## config.mk

```make
export PLATFORM = sky130hd
export DESIGN_NAME = sonar_sector_bump_avoider
export DESIGN_NICKNAME = d
export VERILOG_FILES = /design/src/rtl/ssba_pkg.sv /design/src/rtl/sonar_sector_bump_avoider.sv
export SDC_FILE = /design/constraint.sdc
export NUM_CORES = 1
export LEC_CHECK = 0
export ABC_AREA = 1
export BUFFER_PORTS_ARGS = -buffer_cell sky130_fd_sc_hd__buf_2
export CAP_MARGIN = 20
export CORE_UTILIZATION = 40
export CTS_CLUSTER_DIAMETER = 60
export CTS_CLUSTER_SIZE = 14
export DETAILED_ROUTE_END_ITERATION = 8
export MAX_ROUTING_LAYER = met4
export PLACE_DENSITY = 0.53
export SYNTH_ARGS = -nofsm -noshare
export SYNTH_HDL_FRONTEND = slang
export SYNTH_SLANG_ARGS = --single-unit
```

## constraint.sdc

```tcl
create_clock -name clock -period 8.57 [get_ports clock]
set_input_delay 2.571 -clock clock [delete_from_list [all_inputs] [get_ports clock]]
set_output_delay 2.571 -clock clock [all_outputs]
set_load 0.005 [all_outputs]
```

## src/rtl/ssba_pkg.sv

```systemverilog
// Package with constants, codes and helper functions for the sonar sector bump avoider.
`timescale 1ns / 1ps

package ssba_pkg;

   localparam logic [15:0] MAX_RANGE = 16'd5000;

   localparam logic [15:0] BUMP_DISTANCE_RESET = 16'd300;
   localparam logic [15:0] NEAR_DISTANCE_RESET = 16'd500;
   localparam logic [7:0]  ROTATION_STEP_RESET = 8'd30;

   localparam logic signed [8:0] FRONT_LIMIT_POS = 9'sd30;
   localparam logic signed [8:0] FRONT_LIMIT_NEG = -9'sd30;
   localparam logic signed [8:0] BACK_LIMIT_POS  = 9'sd150;
   localparam logic signed [8:0] BACK_LIMIT_NEG  = -9'sd150;

   // Reciprocals: 52429 * 5 = 2^18 + 1 and 52429 * 10 = 2^19 + 2.
   localparam logic [15:0] RECIP_FIVE = 16'd52429;

   typedef enum logic [1:0] {
      CSR_BUMP_DISTANCE = 2'd0,
      CSR_NEAR_DISTANCE = 2'd1,
      CSR_ROTATION_STEP = 2'd2,
      CSR_UNUSED        = 2'd3
   } csr_index_type;

   typedef enum logic [1:0] {
      ACT_BACK_OFF  = 2'd0,
      ACT_FORWARD   = 2'd1,
      ACT_TURN_LEFT = 2'd2,
      ACT_TURN_RIGHT = 2'd3
   } action_kind_type;

   // Truncating division of a 16-bit value by five.
   function automatic logic [13:0] div_by_five(input logic [15:0] value);
      logic [31:0] product;
      product = {16'b0, value} * {16'b0, RECIP_FIVE};
      return product[31:18];
   endfunction

   // Truncating value * 7 / 10 for the turn step.
   function automatic logic [13:0] turn_step(input logic [13:0] fstep);
      logic [16:0] times_seven;
      logic [32:0] product;
      times_seven = {fstep, 3'b000} - {3'b000, fstep};
      product = {16'b0, times_seven} * {17'b0, RECIP_FIVE};
      return product[32:19];
   endfunction

endpackage

```

## src/rtl/sonar_sector_bump_avoider.sv

```systemverilog
// Top level of the sonar sector bump avoider: sector minima, sweep evaluation and command output.
// A sweep end that yields commands registers them in the pending command set, which loads them
// into the single output register. Readings are taken one per cycle while no command is pending;
// such a sweep end holds req off while the set drains, one beat per cycle while rsp_tready is high.
// Reset is synchronous and active high: registers return to 300, 500 and 30, the minima to
// the maximum range, the mode to normal, and no command is pending or shown.
`timescale 1ns / 1ps

module sonar_sector_bump_avoider (
   input  logic        clock,
   input  logic        reset,
   input  logic        req_tvalid,
   output logic        req_tready,
   input  logic [31:0] req_tdata,   // sensor_angle[8:0], sensor_range[24:9], zero[31:25]
   input  logic        req_tlast,   // end_of_sweep
   output logic        rsp_tvalid,
   input  logic        rsp_tready,
   output logic [31:0] rsp_tdata,   // action_kind[1:0], move_distance[16:2],
                                    // heading_change[25:17], mode_after[26], zero[31:27]
   output logic        rsp_tlast,   // final_command
   input  logic        csr_valid,
   output logic        csr_ready,
   input  logic [1:0]  csr_index,
   input  logic [15:0] csr_data
);

   localparam logic signed [8:0] FRONT_LIMIT_POS_S = ssba_pkg::FRONT_LIMIT_POS;
   localparam logic signed [8:0] FRONT_LIMIT_NEG_S = ssba_pkg::FRONT_LIMIT_NEG;
   localparam logic signed [8:0] BACK_LIMIT_POS_S  = ssba_pkg::BACK_LIMIT_POS;
   localparam logic signed [8:0] BACK_LIMIT_NEG_S  = ssba_pkg::BACK_LIMIT_NEG;
   localparam int ACT_BACK_OFF   = int'(ssba_pkg::ACT_BACK_OFF);
   localparam int ACT_FORWARD    = int'(ssba_pkg::ACT_FORWARD);
   localparam int ACT_TURN_LEFT  = int'(ssba_pkg::ACT_TURN_LEFT);
   localparam int ACT_TURN_RIGHT = int'(ssba_pkg::ACT_TURN_RIGHT);

   logic [15:0] bump_ff;
   logic [15:0] near_ff;
   logic [7:0]  rot_ff;

   logic [15:0] min_ff [4];
   logic [15:0] min_in [4];
   logic        mode_ff;
   logic        mode_in;

   logic [3:0]  pend_mask_ff;
   logic [3:0]  pend_mask_in;
   logic [13:0] pend_fstep_ff;
   logic [7:0]  pend_rot_ff;
   logic        pend_mode_ff;

   logic        rsp_valid_ff;
   logic [1:0]  rsp_kind_ff;
   logic [14:0] rsp_move_ff;
   logic [8:0]  rsp_head_ff;
   logic        rsp_mode_ff;
   logic        rsp_last_ff;

   logic signed [8:0] angle;
   logic [15:0] range;
   logic [3:0]  sector_hit;
   logic [15:0] upd_min [4];
   logic [3:0]  bump_hit;
   logic [3:0]  near_hit;
   logic        req_fire;
   logic        sweep_end;
   logic        load_out;
   logic [1:0]  next_kind;
   logic [3:0]  next_bit;
   logic [13:0] tstep;
   logic [14:0] next_move;
   logic [8:0]  next_head;

   assign angle     = $signed(req_tdata[8:0]);
   assign range     = req_tdata[24:9];
   assign req_tready = (pend_mask_ff == 4'b0000);
   assign req_fire  = req_tvalid && req_tready;
   assign sweep_end = req_fire && req_tlast;
   assign csr_ready = 1'b1;

   always_comb begin
      sector_hit = 4'b0000;
      if (angle >= FRONT_LIMIT_NEG_S && angle <= FRONT_LIMIT_POS_S) begin
         sector_hit[ACT_BACK_OFF] = 1'b1;
      end else if (angle >= BACK_LIMIT_POS_S || angle <= BACK_LIMIT_NEG_S) begin
         sector_hit[ACT_FORWARD] = 1'b1;
      end else if (angle > FRONT_LIMIT_POS_S) begin
         sector_hit[ACT_TURN_LEFT] = 1'b1;
      end else begin
         sector_hit[ACT_TURN_RIGHT] = 1'b1;
      end
   end

   always_comb begin
      for (int s = 0; s < 4; s++) begin
         upd_min[s]  = (sector_hit[s] && range < min_ff[s]) ? range : min_ff[s];
         bump_hit[s] = (upd_min[s] <= bump_ff);
         near_hit[s] = bump_hit[s] && (upd_min[s] < near_ff);
         if (sweep_end) begin
            min_in[s] = ssba_pkg::MAX_RANGE;
         end else if (req_fire) begin
            min_in[s] = upd_min[s];
         end else begin
            min_in[s] = min_ff[s];
         end
      end
   end

   always_comb begin
      mode_in = mode_ff;
      if (sweep_end) begin
         mode_in = (mode_ff && (bump_hit == 4'b0000)) || (near_hit != 4'b0000);
      end
   end

   // Lowest pending sector goes out first: front, back, left, right.
   always_comb begin
      next_kind = ssba_pkg::ACT_TURN_RIGHT;
      if (pend_mask_ff[ACT_BACK_OFF]) begin
         next_kind = ssba_pkg::ACT_BACK_OFF;
      end else if (pend_mask_ff[ACT_FORWARD]) begin
         next_kind = ssba_pkg::ACT_FORWARD;
      end else if (pend_mask_ff[ACT_TURN_LEFT]) begin
         next_kind = ssba_pkg::ACT_TURN_LEFT;
      end
      next_bit = 4'b0001 << next_kind;
   end

   assign tstep = ssba_pkg::turn_step(pend_fstep_ff);

   always_comb begin
      case (next_kind)
         ssba_pkg::ACT_BACK_OFF: begin
            next_move = 15'(-{1'b0, pend_fstep_ff});
            next_head = 9'd0;
         end
         ssba_pkg::ACT_FORWARD: begin
            next_move = {1'b0, pend_fstep_ff};
            next_head = 9'd0;
         end
         ssba_pkg::ACT_TURN_LEFT: begin
            next_move = {1'b0, tstep};
            next_head = 9'(-{1'b0, pend_rot_ff});
         end
         default: begin
            next_move = {1'b0, tstep};
            next_head = {1'b0, pend_rot_ff};
         end
      endcase
   end

   assign load_out = (pend_mask_ff != 4'b0000) && (!rsp_valid_ff || rsp_tready);

   always_comb begin
      pend_mask_in = pend_mask_ff;
      if (load_out) begin
         pend_mask_in = pend_mask_ff & ~next_bit;
      end else if (sweep_end && mode_ff) begin
         pend_mask_in = bump_hit;
      end
   end

   always_ff @(posedge clock) begin
      if (reset) begin
         bump_ff      <= ssba_pkg::BUMP_DISTANCE_RESET;
         near_ff      <= ssba_pkg::NEAR_DISTANCE_RESET;
         rot_ff       <= ssba_pkg::ROTATION_STEP_RESET;
         mode_ff      <= 1'b0;
         pend_mask_ff <= 4'b0000;
         rsp_valid_ff <= 1'b0;
         for (int s = 0; s < 4; s++) begin
            min_ff[s] <= ssba_pkg::MAX_RANGE;
         end
      end else begin
         if (csr_valid) begin
            unique case (csr_index)
               ssba_pkg::CSR_BUMP_DISTANCE: bump_ff <= csr_data;
               ssba_pkg::CSR_NEAR_DISTANCE: near_ff <= csr_data;
               ssba_pkg::CSR_ROTATION_STEP: rot_ff  <= csr_data[7:0];
               default: ;
            endcase
         end
         mode_ff      <= mode_in;
         pend_mask_ff <= pend_mask_in;
         for (int s = 0; s < 4; s++) begin
            min_ff[s] <= min_in[s];
         end
         if (load_out) begin
            rsp_valid_ff <= 1'b1;
         end else if (rsp_tready) begin
            rsp_valid_ff <= 1'b0;
         end
      end
   end

   always_ff @(posedge clock) begin
      if (sweep_end) begin
         pend_fstep_ff <= ssba_pkg::div_by_five(bump_ff);
         pend_rot_ff   <= rot_ff;
         pend_mode_ff  <= mode_in;
      end
      if (load_out) begin
         rsp_kind_ff <= next_kind;
         rsp_move_ff <= next_move;
         rsp_head_ff <= next_head;
         rsp_mode_ff <= pend_mode_ff;
         rsp_last_ff <= ((pend_mask_ff & ~next_bit) == 4'b0000);
      end
   end

   assign rsp_tvalid = rsp_valid_ff;
   assign rsp_tdata  = {5'b00000, rsp_mode_ff, rsp_head_ff, rsp_move_ff, rsp_kind_ff};
   assign rsp_tlast  = rsp_last_ff;

   a_minima_bounded: assert property (@(posedge clock) disable iff (reset)
      min_ff[0] <= ssba_pkg::MAX_RANGE && min_ff[1] <= ssba_pkg::MAX_RANGE &&
      min_ff[2] <= ssba_pkg::MAX_RANGE && min_ff[3] <= ssba_pkg::MAX_RANGE)
      else $error("sector minimum above maximum range");

   a_normal_sweep_no_commands: assert property (@(posedge clock) disable iff (reset)
      (sweep_end && !mode_ff) |=> (pend_mask_ff == 4'b0000))
      else $error("commands queued for a sweep that ended in normal mode");

   a_more_beats_pending: assert property (@(posedge clock) disable iff (reset)
      (rsp_valid_ff && !rsp_last_ff) |-> (pend_mask_ff != 4'b0000))
      else $error("non-final command shown with nothing left to send");

   a_mode_changes_at_sweep_end: assert property (@(posedge clock) disable iff (reset)
      !sweep_end |=> $stable(mode_ff))
      else $error("mode changed without a sweep end");

endmodule

```

==> results of run 1 <==
==> registers in the layout (all words and copies together), names as in the netlist <==
signal / count
bump_ff: 16
min_ff: 64
mode_ff: 1
near_ff: 16
pend_fstep_ff: 14
pend_mask_ff: 4
pend_mode_ff: 1
pend_rot_ff: 8
rot_ff: 8
rsp_head_ff: 9
rsp_kind_ff: 2
rsp_mode_ff: 1
rsp_move_ff: 15
rsp_tlast: 1
rsp_tvalid: 1
==> metrics by stage <==
| step | util [%] | worst slack (ns) | hold WS [ns] | cells |
|---|---|---|---|---|
| after floorplan | - | 1.738 | 0.4003 | 2669 |
| after global placement | 42.82 | 0.8913 | 0.4106 | 3396 |
| after detailed placement | 42.82 | 0.8469 | 0.4180 | 3396 |
| after CTS | 43.94 | 0.8455 | 0.4354 | 3428 |
| after global routing | 44.06 | 0.3648 | 0.4400 | 3432 |
| final | 44.06 | 0.8809 | 0.4377 | 3432 |
==> layout make-up <==
type                            count  share of cell area, %
Sequential cell                   161                  16.09
Multi-Input combinational cell   1877                  65.91
Timing Repair Buffer               95                  2.384
Clock inverter                     12                 0.4746
Clock buffer                       20                  2.060
Tap cell                          688                  3.710
Inverter                          579                  9.368
==> cells by family (layout without fill, tap and decap cells) <==
logic type | count (synthesis) | count (layout)
and+or+nand+nor | 663 | 663
xor gates and xnor gates | 52 | 52
buffers and inverters | 631 | 706
AOI/OAI and AO/OA | 528 | 528
other | 2 | 6
adders and majority gates | 628 | 628
DFF | 161 | 161
==> metal layers <==
| metal | track usage [%] | vias to the layer above |
|---|---|---|
| met5 | - | - |
| met4 | 5.964 | 0 |
| met3 | 2.405 | 71 |
| met2 | 35.74 | 359 |
| met1 | 31.83 | 8247 |
| li1 | - | 8852 |
==> how the worst max path moves through the flow <==
stage	cells past startpoint	from	endpoint	slack (ns)
floorplan	31	pend_fstep_ff[0]	rsp_move_ff[11]	1.74
global placement	32	pend_fstep_ff[0]	rsp_move_ff[12]	0.89
detailed placement	32	pend_fstep_ff[0]	rsp_move_ff[12]	0.85
CTS	32	pend_fstep_ff[0]	rsp_move_ff[12]	0.85
global route	32	pend_fstep_ff[0]	rsp_move_ff[12]	0.36
finish	35	pend_fstep_ff[4]	rsp_move_ff[12]	0.88
==> layout by cell type, fill, tap and decap left out, types with 8 or more instances in the layout <==
cell and instances:
a211oi_1 11, a21o_1 11, a21oi_1 230, a31oi_1 8, buf_2 78, buf_4 13
clkbuf_16 18, dfxtp_1 110, edfxtp_1 51, fa_1 165, ha_1 462, inv_1 564
inv_2 14, nand2_1 419, nand3_1 50, nand4_1 24, nor2_1 129, nor3_1 28
o211ai_1 39, o21ai_0 165, o21ai_1 11, o221ai_1 13, xnor2_1 11, xor2_1 38
==> flow_summary.ini, run 1 <==
[job]
max-cap-violations = 0

[cells_and_area]
fillCellCount = 5259
area_growth_pct = 8.414
final_area_mm2 = 0.02320
nNetsFinal = 3414
seq_area_mm2 = 0.003734
diodes = 0
drive_above_1_share_pct = 5.940
multi_input_area_mm2 = 0.01529

[logic_synthesis]
synth.area.top_cells = ha_1 (27%), fa_1 (15%), dfxtp_1 (10%)
yosys-mux-area-fraction_pct = 0
yosysUniqueCellTypes = 55
ys.flop_type = dfxtp_1
netlist_area_mm2 = 0.02140
ys_seq_area_share_pct = 17.45
synth_top_area_share_pct = 27.01
yosys.area_share.adder_pct = 42.50
synth_edf_count = 51
synth-simple-area-share_pct = 12.59
synth_commonest_cells = inv_1 (564), ha_1 (462), nand2_1 (419)
synth-xor-area-share_pct = 2.234
yosysWarnings = 0
synth_compound_area_share_pct = 13.97
synth_top_family_by_area = adder cells
synthCells = 2665
ys_ff_latch = 161
yosysMostFrequentCell = inv_1
avgSynthCellArea_um2 = 8.030
synth_top_cell_by_area = ha_1
async_flop_share_pct = 0

[global_routing]
gr-total-overflow = 0
grt_start_max_net_pins = 82
first_global_vias = 16856
antenna_found_initial = 0
track_usage_pct = 23.02
grt_pass1_wl_um = 93130

[route]
route.detailed.drc = 0
drt_iter0_drc = 996
topRoutingLayerUsed = met4
wl_met1_um = 28780
vias = 17529
wl_um = 59110
route.met3.wl_um = 2548
wl_met2_um = 26560
viasPerCell = 5.108
ant_nets = 0
firstDrtPassIters = 5
avgRoutedWirePerCell_um = 17.22

[timing]
rsz0062_at_grt = no
hold_violations = 0
tns_ns = 0
drv_slew = 0
relSlewSlack_pct = 27.43
min_period_over_period_pct = 89.72
fmax_mhz = 130.1
min_period_ns = 7.689
finalClockSkew_ns = 0.01877
setup_viol = 0
worst_pin_slew_ns = 1.083

[critical_path]
arrival_ns = 7.87
startpoint_type = flop
critical_path_buf_inv_count = 9
cp_slowest_cell = fa_1
required_ns = 8.75
r2r_slack_ns = 0.88
critical_path.max_stage_delay_ns = 0.54
timing.rr.end = rsp_move_ff[12]
crit_type = reg -> reg
cpMostUsedCell = inv_1
r2r-start = pend_fstep_ff[4]
reg2reg_depth = 35
critPathMaxFanout = 4
cp_top_family = adder cells
cp-end-kind = flop

[clocking]
hold_buffers = 0
cts.clk_slew.worst_paths_ns = 0.07
cts_max_path_buffers = 2
clkLatencyLatePin_ns = 0.48
cts_tree = yes
clock_sinks = 161
cts_buffers = 17
cts-resized-gates = 0
cts_setup_buffers = 0
cts_root_buffer = clkbuf_16
h-tree-depth = 4

[die]
die_w_um = 233.3
core_mm2 = 0.05266
die_h_um = 233.3
ios = 92
start_util_pct = 40.64
row_count = 84
die-area_mm2 = 0.05443

[placed_design]
port_buffers = 78
placed_cell_area_mm2 = 0.02255
gp_congestion = 0.9619
hpwl_um = 50340

[hold_path]
hp-class = reg -> reg
hold_path_end = pend_rot_ff[7]
min_from = rot_ff[7]
holdPathStages = 0

[status]
status = finished clean
Power of run 1 is left out: the tool's default activity adds up to more than one toggle a clock period on the data nets, which glitch-free logic cannot reach.
==> inputs of run 2 (changes only) <==
==> constraint.sdc (replaced) <==
create_clock -name clock -period 8.57 [get_ports clock]
set_input_delay 1.714 -clock clock [delete_from_list [all_inputs] [get_ports clock]]
set_output_delay 1.714 -clock clock [all_outputs]
set_load 0.005 [all_outputs]
==> flow_summary.ini, run 2 (synthesized netlist as in run 1, its figures left out) <==
[cells_and_area]
reg_top3 = min_ff (64), bump_ff (16), near_ff (16)
final_area_mm2 = 0.02316
final_common_cell = inv_1
drive_above_1_share_pct = 5.766
final_cell_mix = inv_1 (564), ha_1 (462), nand2_1 (419)
largest-register = min_ff
nNetsFinal = 3410
area_growth_pct = 8.227
largest_reg_flops = 64

[critical_path]
startpoint_type = flop
cp_top_family = adder cells
crit_type = reg -> reg
critical_path.max_stage_delay_ns = 0.59
arrival_ns = 8.05
required_ns = 8.75
critical_path_buf_inv_count = 6
critPathMaxFanout = 10
cpMostUsedCell = inv_1
cp_slowest_cell = edfxtp_1
cp-end-kind = flop

[timing]
fmax_mhz = 127.2
tns_ns = 0
drv_slew = 0
setup_viol = 0
whs_ns = 0.4403
min_period_over_period_pct = 91.76
min_period_ns = 7.864
worst_pin_slew_ns = 1.050
finalClockSkew_ns = 0.01160
relSlewSlack_pct = 29.82
rsz0062_at_grt = no
hold_violations = 0

[die]
die_h_um = 233.3
row_count = 84
ios = 92
core_mm2 = 0.05266
die-area_mm2 = 0.05443
start_util_pct = 40.64
die_w_um = 233.3

[global_routing]
first_global_vias = 16812
grt_pass1_wl_um = 93790
track_usage_pct = 23.26
antenna_found_initial = 1
gr-total-overflow = 0
grt_start_max_net_pins = 82

[route]
viasPerCell = 5.116
wl_um = 60040
vias = 17543
route.detailed.drc = 0
firstDrtPassIters = 6
ant_nets = 0
avgRoutedWirePerCell_um = 17.51
drt_iter0_drc = 1154

[clocking]
clock_sinks = 161
cts-resized-gates = 0
hold_buffers = 0
cts.clk_slew.worst_paths_ns = 0.07
h-tree-depth = 4
cts_tree = yes
clkLatencyLatePin_ns = 0.47
cts_buffers = 17
cts_root_buffer = clkbuf_16
cts_setup_buffers = 0
cts_max_path_buffers = 2

[placed_design]
placed_cell_area_mm2 = 0.02251
gp_congestion = 0.9577
hpwl_um = 50700
port_buffers = 78

[job]
max-cap-violations = 0

[hold_path]
hp-class = reg -> reg

[status]
status = finished clean
run 2: cell count changes in the layout (fill, tap and decap cells not counted):
cell,change
clkinv_2,+1
buf_4,-5
inv_4,+4
clkbuf_16,-1
inv_8,-2
diode_2,+1
clkinv_4,-2
buf_6,+1
clkbuf_1,+1
bufinv_16,+1
clkinvlp_4,-2
run 2: final timing paths:
check	from	endpoint	slack (ns)	cells after the start
min reg2reg	rot_ff[3]	pend_rot_ff[3]	0.44	0
max reg2reg	pend_fstep_ff[0]	rsp_move_ff[12]	0.71	32
max	pend_fstep_ff[0]	rsp_move_ff[12]	0.71	32
min	rot_ff[3]	pend_rot_ff[3]	0.44	0
run 2: final cells by class:
cell class              instances  area [um^2]
clock buffers                  20        456.7
well taps                     688        860.8
repair buffers                 91        526.8
inverters                     579         2173
fillers                      5277        29500
clock inverters                12        115.1
multi-input cells            1877        15290
diodes                          1        2.502
flip-flops and latches        161         3734
run 2: per-stage QoR:
step	utilization, %	setup slack (ns)	std cells
after floorplan	-	1.738	2669
after global placement	42.75	0.8810	3391
after detailed placement	42.75	0.8247	3391
after CTS	43.83	0.8074	3423
after global routing	43.98	0.2650	3429
final	43.98	0.7065	3429
run 2: routing by layer:
metal | global-route usage, % | vias up | share of wire, %
met3 | 2.466 | 48 | 4.1
met4 | 4.657 | 0 | 1.2
met2 | 36.10 | 367 | 45
li1 | - | 8831 | -
met1 | 32.66 | 8297 | 50
met5 | - | - | 0
run 2: worst reg2reg max path: cells and delay by family, from the launching register on:
family	cells	cell delay, ns
buf+inv	6	0.51
flops	1	0.59
simple gates	7	0.66
xor+xnor	1	0.32
compound gates	10	2.02
fa+ha+maj	8	3.48
Power of run 2 is left out for the same reason.
==> inputs of run 3 (changes only) <==
--- a/config.mk
+++ b/config.mk
@@ -14,6 +14,7 @@
 export DETAILED_ROUTE_END_ITERATION = 8
 export MAX_ROUTING_LAYER = met4
 export PLACE_DENSITY = 0.53
+export RECOVER_POWER = 100
 export SYNTH_ARGS = -nofsm -noshare
 export SYNTH_HDL_FRONTEND = slang
 export SYNTH_SLANG_ARGS = --single-unit
==> flow_summary.ini, run 3 (synthesized netlist as in run 1, its figures left out) <==
[critical_path]
r2r-start = pend_fstep_ff[0]
cpMostUsedCell = inv_1
crit_type = reg -> reg
startpoint_type = flop
cp_top_family = adder cells
critical_path_buf_inv_count = 6
cp-end-kind = flop
critPathMaxFanout = 10
reg2reg_depth = 32
r2r_slack_ns = 0.73
required_ns = 8.76
arrival_ns = 8.03
cp_slowest_cell = edfxtp_1
timing.rr.end = rsp_move_ff[12]
worstSetupStartpoint = pend_fstep_ff[0]
critical_path.max_stage_delay_ns = 0.58

[route]
ant_nets = 0
route.detailed.drc = 0
avgRoutedWirePerCell_um = 17.51
viasPerCell = 5.102
drt_iter0_drc = 1182
firstDrtPassIters = 6
vias = 17489
wl_um = 60040

[die]
row_count = 84
die_h_um = 233.3
die-area_mm2 = 0.05443
ios = 92
start_util_pct = 40.64
core_mm2 = 0.05266
die_w_um = 233.3

[clocking]
cts-resized-gates = 0
hold_buffers = 0
clock_sinks = 161
cts_buffers = 17
cts_setup_buffers = 0
cts.clk_slew.worst_paths_ns = 0.07
clkLatencyLatePin_ns = 0.48
cts_max_path_buffers = 2
cts_tree = yes
h-tree-depth = 4
cts_root_buffer = clkbuf_16

[timing]
worst_pin_slew_ns = 1.933
finalClockSkew_ns = 0.01409
relSlewSlack_pct = -28.86
min_period_over_period_pct = 91.54
fmax_mhz = 127.5
setup_viol = 0
min_period_ns = 7.845
hold_violations = 0
rsz0062_at_grt = no
drv_slew = 138
setup_ws_ns = 0.7254
tns_ns = 0

[hold_path]
holdPathStages = 0
min_from = rot_ff[0]
hold_path_end = pend_rot_ff[0]
hp-class = reg -> reg

[global_routing]
antenna_found_initial = 0
grt_pass1_wl_um = 93790
first_global_vias = 16812
track_usage_pct = 23.26
gr-total-overflow = 0
grt_start_max_net_pins = 82

[cells_and_area]
stdcell_count = 3428
largest-register = min_ff
nNetsFinal = 3410
postLayoutCoreUtil_pct = 43.85
final_common_cell = inv_1
final_cell_mix = inv_1 (570), ha_1 (462), nand2_1 (419)
reg_top3 = min_ff (64), bump_ff (16), near_ff (16)
diodes = 0
drive_above_1_share_pct = 4.526
largest_reg_flops = 64
area_growth_pct = 7.887

[status]
failed_checks = max-capacitance violations, max-slew violations
status = finished with violations

[placed_design]
dp.cells = 3391
dp_slack_ns = 0.8247
port_buffers = 78
hpwl_um = 50700
gp_congestion = 0.9577

[job]
max-cap-violations = 3
## run 3: cell count changes in the layout (fill, tap and decap cells not counted), moves of 2 or more
cell,before,now
inv_1,564,570
inv_2,14,8
o21ai_0,165,176
o21ai_1,11,0
buf_2,78,55
nor2_4,2,0
clkbuf_1,1,27
buf_4,8,5
nor2_1,129,131
## run 3: how the worst max path moves through the flow
| stage | endpoint | cells after the start | slack (ns) |
|---|---|---|---|
| after floorplan | rsp_move_ff[11] | 31 | 1.74 |
| after global placement | rsp_move_ff[12] | 32 | 0.88 |
| after detailed placement | rsp_move_ff[12] | 32 | 0.82 |
| after CTS | rsp_move_ff[12] | 32 | 0.81 |
| after global routing | min_ff[3][1] | 18 | 0.17 |
| final | rsp_move_ff[12] | 32 | 0.73 |
## run 3: metal layers
metal  track usage, %  share of wire (%)  vias to the layer above
li1                 -                  -                     8835
met1            32.66                 50                     8267
met2            36.10                 45                      346
met3            2.466                4.0                       41
met4            4.657                1.2                        0
met5                -                  0                        -
## run 3: final cells by class
class                           instances  area, um^2
Fill cell                            5291       29570
Timing Repair Buffer                   91       471.7
Inverter                              579        2173
Tap cell                              688       860.8
Clock buffer                           20       456.7
Multi-Input combinational cell       1877       15280
Clock inverter                         12       115.1
Sequential cell                       161        3734
## run 3: worst register-to-register path, delay by kind of cell (launching register included)
| kind | cells | cell delay, ns |
|---|---|---|
| xor+xnor | 1 | 0.31 |
| buf+inv | 6 | 0.51 |
| fa+ha+maj | 8 | 3.48 |
| flops | 1 | 0.58 |
| compound gates | 10 | 2.02 |
| simple gates | 7 | 0.66 |
## run 3: stage by stage
step	hold slack, ns	area, um^2
after global routing	0.4516	23090
after detailed placement	0.4212	22510
after floorplan	0.4003	21410
after CTS	0.4390	23080
after global placement	0.4101	22510
final	0.4401	23090
Power of run 3 is left out for the same reason.
